--- src/design/ethernet_ping_reply_matcher_unit_defines.svh ---
// ---------------------------------------------------------------------------
// Assertion macros for the ping reply matcher
// Shared concurrent-check forms used at the end of the top level.
// ---------------------------------------------------------------------------
`ifndef ETHERNET_PING_REPLY_MATCHER_UNIT_DEFINES_SVH
`define ETHERNET_PING_REPLY_MATCHER_UNIT_DEFINES_SVH

// Same-cycle implication, disabled during reset.
`define EPRM_ASSERT_SAME(label, clk, rst, ante, cons, msg) \
   label: assert property (@(posedge clk) disable iff (rst) (ante) |-> (cons)) \
      else $error(msg);

// Next-cycle implication, disabled during reset.
`define EPRM_ASSERT_NEXT(label, clk, rst, ante, cons, msg) \
   label: assert property (@(posedge clk) disable iff (rst) (ante) |=> (cons)) \
      else $error(msg);

`endif

--- src/design/eprm_pkg.sv ---
// ---------------------------------------------------------------------------
// eprm_pkg
// Types and constants shared by the ping reply matcher modules.
// ---------------------------------------------------------------------------
package eprm_pkg;

   localparam int unsigned MAC_W      = 48;
   localparam int unsigned NET_W      = 32;
   localparam int unsigned PID_W      = 16;
   localparam int unsigned CSR_DATA_W = 48;
   localparam int unsigned POS_W      = 5;

   // Frame layout (byte positions)
   localparam logic [POS_W-1:0] POS_SRC_FIRST = 5'd6;
   localparam logic [POS_W-1:0] POS_ETYPE_HI  = 5'd12;
   localparam logic [POS_W-1:0] POS_ETYPE_LO  = 5'd13;
   localparam logic [POS_W-1:0] POS_NET_FIRST = 5'd14;
   localparam logic [POS_W-1:0] POS_MODE      = 5'd18;
   localparam logic [POS_W-1:0] POS_PID_LAST  = 5'd20;
   localparam logic [POS_W-1:0] CHECKED_LEN   = 5'd21;

   localparam logic [7:0] ETYPE_HI         = 8'h90;
   localparam logic [7:0] ETYPE_LO         = 8'h01;
   localparam logic [7:0] MODE_REPLY_UNI   = 8'h01;
   localparam logic [7:0] MODE_REPLY_BCAST = 8'h03;
   localparam logic [7:0] BCAST_BYTE       = 8'hff;
   localparam logic [MAC_W-1:0] BCAST_MAC  = {MAC_W{1'b1}};

   typedef enum logic [1:0] {
      CSR_OWN_MAC    = 2'd0,
      CSR_TARGET_MAC = 2'd1,
      CSR_NET_IDENT  = 2'd2,
      CSR_PING_IDENT = 2'd3
   } csr_index_type;

   typedef struct packed {
      logic [7:0] rx_byte;
      logic       rx_last;
   } req_payload_type;

   typedef struct packed {
      logic [MAC_W-1:0] found_mac;
      logic             search_done;
   } rsp_payload_type;

   typedef struct packed {
      logic [MAC_W-1:0] own_mac;
      logic [MAC_W-1:0] target_mac;
      logic [NET_W-1:0] net_ident;
      logic [PID_W-1:0] ping_ident;
   } cfg_type;

   typedef struct packed {
      logic            emit;
      logic            finished;
      rsp_payload_type rsp;
   } match_type;

endpackage

--- src/design/eprm_csr.sv ---
// ---------------------------------------------------------------------------
// eprm_csr
// Configuration registers: own address, target address, network and packet id.
// ---------------------------------------------------------------------------
module eprm_csr (
   input  logic                              clock,
   input  logic                              reset,
   input  logic                              csr_write_enable,
   input  logic [1:0]                        csr_index,
   input  logic [eprm_pkg::CSR_DATA_W-1:0]   csr_write_data,
   output eprm_pkg::cfg_type                 cfg
);
   import eprm_pkg::*;

   cfg_type cfg_ff;
   cfg_type cfg_in;

   always_comb begin
      cfg_in = cfg_ff;
      if (csr_write_enable) begin
         case (csr_index)
            CSR_OWN_MAC:    cfg_in.own_mac    = csr_write_data[MAC_W-1:0];
            CSR_TARGET_MAC: cfg_in.target_mac = csr_write_data[MAC_W-1:0];
            CSR_NET_IDENT:  cfg_in.net_ident  = csr_write_data[NET_W-1:0];
            CSR_PING_IDENT: cfg_in.ping_ident = csr_write_data[PID_W-1:0];
            default:        cfg_in = cfg_ff;
         endcase
      end
   end

   always_ff @(posedge clock) begin
      if (reset) begin
         cfg_ff.own_mac    <= '0;
         cfg_ff.target_mac <= BCAST_MAC;
         cfg_ff.net_ident  <= '0;
         cfg_ff.ping_ident <= '0;
      end else begin
         cfg_ff <= cfg_in;
      end
   end

   assign cfg = cfg_ff;

endmodule

--- src/design/eprm_frame_check.sv ---
// ---------------------------------------------------------------------------
// eprm_frame_check
// Per-byte header checks, source capture and match decision for one frame.
// ---------------------------------------------------------------------------
module eprm_frame_check (
   input  logic                      clock,
   input  logic                      reset,
   input  eprm_pkg::cfg_type         cfg,
   input  eprm_pkg::req_payload_type item,
   input  logic                      advance,
   output eprm_pkg::match_type       match
);
   import eprm_pkg::*;

   logic [POS_W-1:0] pos_ff, pos_in;
   logic             own_ok_ff, own_ok_in;
   logic             bc_ok_ff, bc_ok_in;
   logic             fields_ok_ff, fields_ok_in;
   logic [MAC_W-1:0] sender_ff, sender_in;
   logic             finished_ff, finished_in;

   logic             bcast_search;
   logic             own_hit;
   logic [2:0]       own_sel;
   logic [1:0]       net_sel;
   logic             pid_sel;
   logic             emit;

   assign bcast_search = (cfg.target_mac == BCAST_MAC);
   assign own_sel = 3'(5'd5 - pos_ff);
   assign net_sel = 2'(5'd17 - pos_ff);
   assign pid_sel = 1'(5'd20 - pos_ff);
   assign own_hit = (item.rx_byte == cfg.own_mac[{own_sel, 3'b000} +: 8]);

   always_comb begin
      own_ok_in    = own_ok_ff;
      bc_ok_in     = bc_ok_ff;
      fields_ok_in = fields_ok_ff;
      sender_in    = sender_ff;

      // Check the byte against what its position expects
      if (pos_ff < POS_SRC_FIRST) begin
         if (!own_hit)
            own_ok_in = 1'b0;
         if (item.rx_byte != BCAST_BYTE)
            bc_ok_in = 1'b0;
      end else if (pos_ff < POS_ETYPE_HI) begin
         sender_in = {sender_ff[MAC_W-9:0], item.rx_byte};
      end else if (pos_ff == POS_ETYPE_HI) begin
         if (item.rx_byte != ETYPE_HI)
            fields_ok_in = 1'b0;
      end else if (pos_ff == POS_ETYPE_LO) begin
         if (item.rx_byte != ETYPE_LO)
            fields_ok_in = 1'b0;
      end else if (pos_ff < POS_MODE) begin
         if (item.rx_byte != cfg.net_ident[{net_sel, 3'b000} +: 8])
            fields_ok_in = 1'b0;
      end else if (pos_ff == POS_MODE) begin
         if (item.rx_byte != (bcast_search ? MODE_REPLY_BCAST : MODE_REPLY_UNI))
            fields_ok_in = 1'b0;
      end else if (pos_ff < CHECKED_LEN) begin
         if (item.rx_byte != cfg.ping_ident[{pid_sel, 3'b000} +: 8])
            fields_ok_in = 1'b0;
      end

      emit = !finished_ff && item.rx_last && (pos_ff >= POS_PID_LAST)
             && (own_ok_in || bc_ok_in) && fields_ok_in;

      pos_in      = pos_ff;
      finished_in = finished_ff;
      if (!item.rx_last) begin
         if (pos_ff < CHECKED_LEN)
            pos_in = pos_ff + 5'd1;
      end else begin
         // Restart at the next frame
         pos_in       = '0;
         own_ok_in    = 1'b1;
         bc_ok_in     = 1'b1;
         fields_ok_in = 1'b1;
         if (emit && !bcast_search)
            finished_in = 1'b1;
      end
   end

   always_ff @(posedge clock) begin
      if (reset) begin
         pos_ff       <= '0;
         own_ok_ff    <= 1'b1;
         bc_ok_ff     <= 1'b1;
         fields_ok_ff <= 1'b1;
         sender_ff    <= '0;
         finished_ff  <= 1'b0;
      end else if (advance && !finished_ff) begin
         pos_ff       <= pos_in;
         own_ok_ff    <= own_ok_in;
         bc_ok_ff     <= bc_ok_in;
         fields_ok_ff <= fields_ok_in;
         sender_ff    <= sender_in;
         finished_ff  <= finished_in;
      end
   end

   assign match.emit            = emit;
   assign match.finished        = finished_ff;
   assign match.rsp.found_mac   = sender_in;
   assign match.rsp.search_done = !bcast_search;

endmodule

--- src/design/eprm_out_reg.sv ---
// ---------------------------------------------------------------------------
// eprm_out_reg
// Result register: holds one result word until the consumer takes it.
// ---------------------------------------------------------------------------
module eprm_out_reg (
   input  logic                      clock,
   input  logic                      reset,
   input  logic                      load,
   input  eprm_pkg::rsp_payload_type load_data,
   output logic                      free,
   output logic                      rsp_valid,
   input  logic                      rsp_stall,
   output eprm_pkg::rsp_payload_type rsp_payload
);
   import eprm_pkg::*;

   logic            valid_ff, valid_in;
   rsp_payload_type data_ff;

   assign free = !valid_ff || !rsp_stall;

   always_comb begin
      valid_in = valid_ff;
      if (load)
         valid_in = 1'b1;
      else if (valid_ff && !rsp_stall)
         valid_in = 1'b0;
   end

   always_ff @(posedge clock) begin
      if (reset) begin
         valid_ff <= 1'b0;
      end else begin
         valid_ff <= valid_in;
      end
   end

   always_ff @(posedge clock) begin
      if (load) begin
         data_ff <= load_data;
      end
   end

   assign rsp_valid   = valid_ff;
   assign rsp_payload = data_ff;

endmodule

--- src/design/ethernet_ping_reply_matcher_unit.sv ---
// ---------------------------------------------------------------------------
// ethernet_ping_reply_matcher_unit
// Filters received frames for ping replies and reports the replying address.
// ---------------------------------------------------------------------------
// Received frame bytes enter one word per cycle on the req_ channel while
// req_stall is low, with rx_last marking the final byte of each frame. The
// block checks the destination address (own address or broadcast), the
// ethertype 0x9001, the 4-byte network id, the reply mode byte (3 for a
// broadcast target, 1 otherwise) and the 2-byte packet id. A frame of at
// least 21 bytes that passes every check yields one rsp_ word carrying its
// source address; in unicast search that word has search_done set and all
// later bytes are swallowed until reset. Throughput is one byte per cycle
// while no stall is raised; each byte is checked in the input register,
// and a match result is loaded into the result register, which drives
// rsp_valid. req_stall rises only when a result is ready to load while
// the previous one is still stalled on the rsp_ side. Configuration is
// written through the csr_ port; the user must do so only while the block
// is idle, which the block does not enforce; no clearing pass follows reset.
// ---------------------------------------------------------------------------
`include "ethernet_ping_reply_matcher_unit_defines.svh"

module ethernet_ping_reply_matcher_unit (
   input  logic                            clock,
   input  logic                            reset,
   // Configuration writes
   input  logic                            csr_write_enable,
   input  logic [1:0]                      csr_index,
   input  logic [eprm_pkg::CSR_DATA_W-1:0] csr_write_data,
   // Frame bytes in
   input  logic                            req_valid,
   output logic                            req_stall,
   input  eprm_pkg::req_payload_type       req_payload,
   // Match results out
   output logic                            rsp_valid,
   input  logic                            rsp_stall,
   output eprm_pkg::rsp_payload_type       rsp_payload
);
   import eprm_pkg::*;

   cfg_type         cfg;
   match_type       match;

   // Input register
   logic            s1_valid_ff, s1_valid_in;
   req_payload_type s1_data_ff;

   logic            req_accept;
   logic            advance;
   logic            out_free;
   logic            out_load;

   eprm_csr u_csr (
      .clock            (clock),
      .reset            (reset),
      .csr_write_enable (csr_write_enable),
      .csr_index        (csr_index),
      .csr_write_data   (csr_write_data),
      .cfg              (cfg)
   );

   eprm_frame_check u_check (
      .clock   (clock),
      .reset   (reset),
      .cfg     (cfg),
      .item    (s1_data_ff),
      .advance (advance),
      .match   (match)
   );

   // Advance the held byte unless its result would collide with a stalled one
   assign advance    = s1_valid_ff && (!match.emit || out_free);
   assign out_load   = advance && match.emit;
   assign req_stall  = s1_valid_ff && !advance;
   assign req_accept = req_valid && !req_stall;

   always_comb begin
      s1_valid_in = s1_valid_ff;
      if (req_accept)
         s1_valid_in = 1'b1;
      else if (advance)
         s1_valid_in = 1'b0;
   end

   always_ff @(posedge clock) begin
      if (reset) begin
         s1_valid_ff <= 1'b0;
      end else begin
         s1_valid_ff <= s1_valid_in;
      end
   end

   always_ff @(posedge clock) begin
      if (req_accept) begin
         s1_data_ff <= req_payload;
      end
   end

   eprm_out_reg u_out (
      .clock       (clock),
      .reset       (reset),
      .load        (out_load),
      .load_data   (match.rsp),
      .free        (out_free),
      .rsp_valid   (rsp_valid),
      .rsp_stall   (rsp_stall),
      .rsp_payload (rsp_payload)
   );

   // Stall only while a byte is held and blocked
   `EPRM_ASSERT_SAME(a_stall_needs_held, clock, reset, req_stall, s1_valid_ff,
                     "req_stall without a held byte")
   // A unicast match ends the search on the next cycle
   `EPRM_ASSERT_NEXT(a_unicast_ends, clock, reset, out_load && match.rsp.search_done,
                     match.finished, "unicast match did not end search")
   // No result once the search has ended
   `EPRM_ASSERT_SAME(a_no_emit_finished, clock, reset, match.finished, !match.emit,
                     "result after search ended")

endmodule
--- config.mk ---
export PLATFORM = sky130hd
export DESIGN_NAME = ethernet_ping_reply_matcher_unit
export DESIGN_NICKNAME = d
export VERILOG_FILES = /design/src/design/eprm_pkg.sv /design/src/design/eprm_csr.sv /design/src/design/eprm_frame_check.sv /design/src/design/eprm_out_reg.sv /design/src/design/ethernet_ping_reply_matcher_unit.sv
export VERILOG_INCLUDE_DIRS = /design/src /design/src/design
export SDC_FILE = /design/constraint.sdc
export NUM_CORES = 1
export LEC_CHECK = 0
export BUFFER_PORTS_ARGS = -buffer_cell sky130_fd_sc_hd__buf_4
export CAP_MARGIN = 20
export CORE_MARGIN = 3
export CORE_UTILIZATION = 59
export CTS_BUF_LIST = sky130_fd_sc_hd__clkbuf_16
export DETAILED_ROUTE_END_ITERATION = 10
export PLACE_DENSITY = 0.88
export SLEW_MARGIN = 20
export SYNTH_ARGS = -nofsm -noshare
export SYNTH_HDL_FRONTEND = slang
export SYNTH_HIERARCHICAL = 1
export SYNTH_SLANG_ARGS = --single-unit
export TNS_END_PERCENT = 50
--- constraint.sdc ---
create_clock -name clock -period 5.9 [get_ports clock]
set_input_delay 1.18 -clock clock [delete_from_list [all_inputs] [get_ports clock]]
set_output_delay 1.18 -clock clock [all_outputs]
set_load 0.005 [all_outputs]
### Yosys cells after proc, flatten, opt, wreduce, memory -nomap -nowiden

Index checks and enable logic that the tools add are counted.

* register bits after elaboration: 261
* bits in latches: 0
* bits in writable memories: 0
* ROM bits: 0
* bits of input ports: 64
* logic and storage cells: 101
* memories: 0

* add/sub/neg operators: 4
* $mul: 0
* div/mod/pow operators: 0
* magnitude comparators: 5
* equality and inequality tests: 14
* shift operators: 3
* muxes and demuxes: 28
* bitwise operators: 0
* reductions and logical operators: 31

Operators with widths (number)
* $mux W48: 2
* $eq A48 B48 Y1 const B: 1
* $shiftx A48 B7 Y8: 1
* $shiftx A32 B6 Y8: 1
* $ne A8 B8 Y1: 3
* $mux W1: 23
* $ne A8 B8 Y1 const B: 2
* $shiftx A16 B5 Y8: 1
* $logic_and A1 B1 Y1: 11
* $eq A5 B4 Y1 const B: 2
* $lt A5 B5 Y1 const B: 2
* $mux W5: 2
* $reduce_and A2 Y1: 5
* $eq A8 B8 Y1: 1
* $ne A8 B1 Y1 const B: 1
* $logic_not A1 Y1: 7
* $reduce_bool A2 Y1: 3
* $add A5 B1 Y5 const B: 1
* $eq A5 B5 Y1 const B: 1
* $ge A5 B5 Y1 const B: 1
* $lt A5 B3 Y1 const B: 1
* $lt A5 B4 Y1 const B: 1
* $eq A2 B2 Y1 const B: 2
* $logic_or A1 B1 Y1: 3
* 7 further kinds: 7

### Longest topological paths before layout

* depth after elaboration: 20
* depth in mapped cells: 21
* depth with buffers taken out: 16

### Cells and area by module

Netlist, hierarchy kept.

Modules (own cells, without submodules)
* eprm_csr: times used 1, cells each 574, area each 5843.1 um^2
* eprm_frame_check: times used 1, cells each 499, area each 4154.0 um^2
* eprm_out_reg: times used 1, cells each 53, area each 1503.9 um^2
* ethernet_ping_reply_matcher_unit: times used 1, cells each 18, area each 339.1 um^2

### Worst setup path after synthesis

Ideal clock, no wire load.

* path type: reg2reg
* start point: register u_check.pos_ff[1]
* end point: register u_out.data_ff, in the netlist u_out/rsp_payload[0], enable pin
* data arrival time: 4.833 ns
* required time: 5.443 ns
* setup slack: 0.609 ns
* cell stages (with the launch flop): 16
* period minus slack after synthesis: 5.291 ns
* cell sequence: dfxtp_1 buf_2 buf_2 inv_1 ha_1 clkbuf_1 inv_1 o211a_1 a211oi_2 nand3_1 nor3_2 a32oi_1 nor3_1 buf_4 nand2_1 nor2_1

* cells in the longest elaborated chain, start to end: 14

RTL lines
* start: declaration: RTL line eprm_frame_check.sv:15 `logic [POS_W-1:0] pos_ff, pos_in;`
* start signal: assignment: RTL line eprm_frame_check.sv:94 `pos_ff <= pos_in;`
* $sub A1 B2 Y2: RTL line eprm_frame_check.sv:31 `assign net_sel = 2'(5'd17 - pos_ff);`
* $shiftx A32 B6 Y8: RTL line eprm_frame_check.sv:56 `if (item.rx_byte != cfg.net_ident[{net_sel, 3'b000} +: 8])`
* $ne A8 B8 Y1: RTL line eprm_frame_check.sv:56
* $mux W1: RTL line eprm_frame_check.sv:56
* $mux W1: RTL line eprm_frame_check.sv:55 `end else if (pos_ff < POS_MODE) begin`
* $mux W1: RTL line eprm_frame_check.sv:52 `end else if (pos_ff == POS_ETYPE_LO) begin`
* $mux W1: RTL line eprm_frame_check.sv:49 `end else if (pos_ff == POS_ETYPE_HI) begin`
* $mux W1: RTL line eprm_frame_check.sv:47 `end else if (pos_ff < POS_ETYPE_HI) begin`
* $mux W1: RTL line eprm_frame_check.sv:42 `if (pos_ff < POS_SRC_FIRST) begin`
* $logic_and A1 B1 Y1 *: RTL line eprm_frame_check.sv:67 `&& (own_ok_in || bc_ok_in) && fields_ok_in;`
* via u_check.emit: RTL line eprm_frame_check.sv:27 `logic emit;`
* $logic_not A1 Y1: RTL line ethernet_ping_reply_matcher_unit.sv:71 `assign advance = s1_valid_ff && (!match.emit || out_free);`
* $logic_or A1 B1 Y1: RTL line ethernet_ping_reply_matcher_unit.sv:71
* $logic_and A1 B1 Y1: RTL line ethernet_ping_reply_matcher_unit.sv:71
* $logic_and A1 B1 Y1 *: RTL line ethernet_ping_reply_matcher_unit.sv:72 `assign out_load = advance && match.emit;`
* via out_load: RTL line ethernet_ping_reply_matcher_unit.sv:50 `logic out_load;`
* end signal: assignment: RTL line eprm_out_reg.sv:40 `data_ff <= load_data;`
* end: declaration: RTL line eprm_out_reg.sv:18 `rsp_payload_type data_ff;`

Mark *: on every way through the listed nets, which the timed path passes. The rest lies on a longest branch.
A chain may end at the register's enable or synchronous reset.

==> metrics.csv <==
stage;metric;value;unit
worst_setup_path;worstPathMaxFanout;24;
min_path;min_from;u_check/sender_ff[47]$_SDFFE_PP0P_;
min_path;whs_path_depth;2;
sta;tns;0;ns
drt;vias_per_cell;5.605;
place;dp_cells;1449;
worst_setup_path;worstReg2RegEnd;u_check/sender_ff[8]$_SDFFE_PP0P_;
cts;clock_latency;0.52;ns
final_layout;diodes;0;
sta;slew_viol_final;0;
final_layout;stdcell_area;13580;um^2
place;post_dp_cell_area;12740;um^2
sta;grt_setup_unrepaired;false;
worst_setup_path;cpMostUsedCell;inv_1;
cts;numCtsBuffers;26;
global_routing;grt_pass1_wl;41280;um
drt;wirelength;25880;um
power;intPower;0.002945;W
power;power.leakage;5.049;nW
sta;hold_viol_final;0;
global_routing;grt_use_total;23.12;%
place;gp_congestion;0.8707;
power;power_frac_comb;7.3;%
cts;path_clk_slew;0.06;ns
synthesis;netlist_area;11830;um^2
worst_setup_path;reg2reg_depth;13;
cts;cts.sinks;261;
final_layout;layout_common_cells;dfxtp_1 (202), mux2i_1 (173), nand2b_1 (149), buf_4 (124), nor2_1 (107);
global_routing;grt_overflow;0;
worst_setup_path;cp.required;4.72;ns
die;start_util;60.40;%
drt;avgRoutedWirePerCell;17.29;um
sta;fmax;194.0;MHz
die;dieHeight;147.6;um
final_layout;finalNonFillerCells;1497;
drt;vias;8391;
sta;finalSetupViolCount;0;
global_routing;grt_max_degree;118;
global_routing;first_global_vias;8017;
worst_setup_path;crit_slowest_cell;dfxtp_1;
drt;route.detailed.drc;0;
sta;hold-worst-slack;0.4552;ns
sta;finalCriticalPeriod;5.154;ns
synthesis;ys_warn_count;6;
sta;slew_headroom;35.16;%
die;dieArea;21790;um^2
cts;ctsResizeCount;0;
flow_run;maxCapViolCount;0;
place;hpwl;17610;um
die;core-area;19590;um^2
drt;ant_nets;0;
drt;drt_iter0_markers;592;
power;powerDensity;279.1;nW/um^2
worst_setup_path;slowest_delay;0.92;ns
outcome;status;finished clean;
synthesis;synth_nets;1213;
worst_setup_path;crit_chain;inv_1, ha_1, inv_1, o211a_1, a211oi_2, nand3_1, nor3_2, a32oi_1, nor3_1, nand2_1, nor2_1, buf_4;
cts;cts_tree;built;
power;p_seq_share;50.3;%
final_layout;drive_gt1_share;18.99;%
worst_setup_path;rrSetupSlack;1.51;ns
power;peakVddDrop;245.5;uV
min_path;min_path_type;reg -> reg;
sta;fin_crit_sh;87.35;%
worst_setup_path;worst_ep_arrival_time;3.97;ns
power;p_clk_share;42.4;%
worst_setup_path;cp-end-kind;output port;
sta;worst_pin_slew;0.9637;ns
die;rows;51;
cts;cts.htree.levels;1;
final_layout;layout.cells.most_common;dfxtp_1;
worst_setup_path;start_kind;flop;
die;io_pins;115;
power;power.switching;0.0008467;W
sta;finClkSkew;0.01375;ns
worst_setup_path;criticalPathCategory;reg -> out;
final_layout;layout.nets;1282;
cts;postCtsHoldBufs;0;
place;port_buffers;114;
power;power;0.003792;W
synthesis;syn_area_per_cell;10.35;um^2
die;die_x;147.6;um
worst_setup_path;startpoint;u_check/pos_ff[1]$_SDFFE_PP0P_;
min_path;min_to;u_check/sender_ff[47]$_SDFFE_PP0P_;
drt;drt-pass1-iter-count;5;
power;p_sw_share;22.33;%
cts;clockBufferDepth;3;
cts;cts_root_buf;clkbuf_16;
global_routing;grt_antenna_before_repair;0;
synthesis;synthCells;1143;
final_layout;syn_to_final_growth;14.80;%
worst_setup_path;timing.rr.start;u_check/pos_ff[1]$_SDFFE_PP0P_;
cts;post_cts_buffers;0;
sequential cells by signal, indices dropped and copies added, names as in the netlist:
| signal | flops |
|---|---|
| u_csr/cfg | 144 |
| u_out/rsp_payload | 49 |
| u_check/sender_ff | 48 |
| s1_data_ff | 9 |
| u_check/pos_ff | 5 |
| s1_valid_ff | 1 |
| u_check/bc_ok_ff | 1 |
| u_check/fields_ok_ff | 1 |
| u_check/finished_ff | 1 |
| u_check/own_ok_ff | 1 |
| u_out/rsp_valid | 1 |
per-stage QoR:
| step | worst slack [ns] | util, % |
|---|---|---|
| 2_1_floorplan | 0.6094 | - |
| 3_3_place_gp | 1.431 | 65.04 |
| 3_5_place_dp | 1.371 | 65.04 |
| 4_1_cts | 0.8004 | 69.34 |
| 5_1_grt | 0.4719 | 69.34 |
| 6_report | 0.7463 | 69.34 |
layer usage:
metal / part of all wire, % / track usage (%) / vias up
li1: - / - / 4054
met1: 44 / 31.96 / 4002
met2: 47 / 37.58 / 277
met3: 6.1 / 3.556 / 58
met4: 3.0 / 7.642 / 0
met5: 0 / 0 / -
power groups by stage:
stage / registers (W) / logic, W / clock network, W
finish: 0.00191 / 0.000275 / 0.00161
floorplan: 0.00192 / 0.000202 / 0
global route: 0.00191 / 0.000299 / 0.00170
detailed placement: 0.00195 / 0.000271 / 0
global placement: 0.00194 / 0.000266 / 0
CTS: 0.00191 / 0.000273 / 0.00163
cell type report:
type,count,area [um^2]
multi-input cells,787,5603
fillers,1402,6006
inverters,10,37.54
repair buffers,126,962.2
clock inverters,21,167.7
well taps,265,331.6
flip-flops and latches,261,5807
clock buffers,27,675.6
critical path: cells and delay by family, from the launching register on:
kind                       cells  cell delay, ns
adders and majority gates      1            0.54
DFF                            1            0.92
buffers and inverters          3            0.43
AOI/OAI and AO/OA              3            0.51
and+or+nand+nor                5            1.05
worst max path at each step:
stage | cells past startpoint | to | slack [ns]
after global routing | 12 | req_stall | 0.47
after detailed placement | 12 | req_stall | 1.37
after floorplan | 15 | u_out/rsp_payload[0]$_DFFE_PP_ | 0.61
final | 12 | req_stall | 0.75
after CTS | 12 | req_stall | 0.80
after global placement | 12 | req_stall | 1.43
No activity file was read; power rests on OpenSTA's default activity.
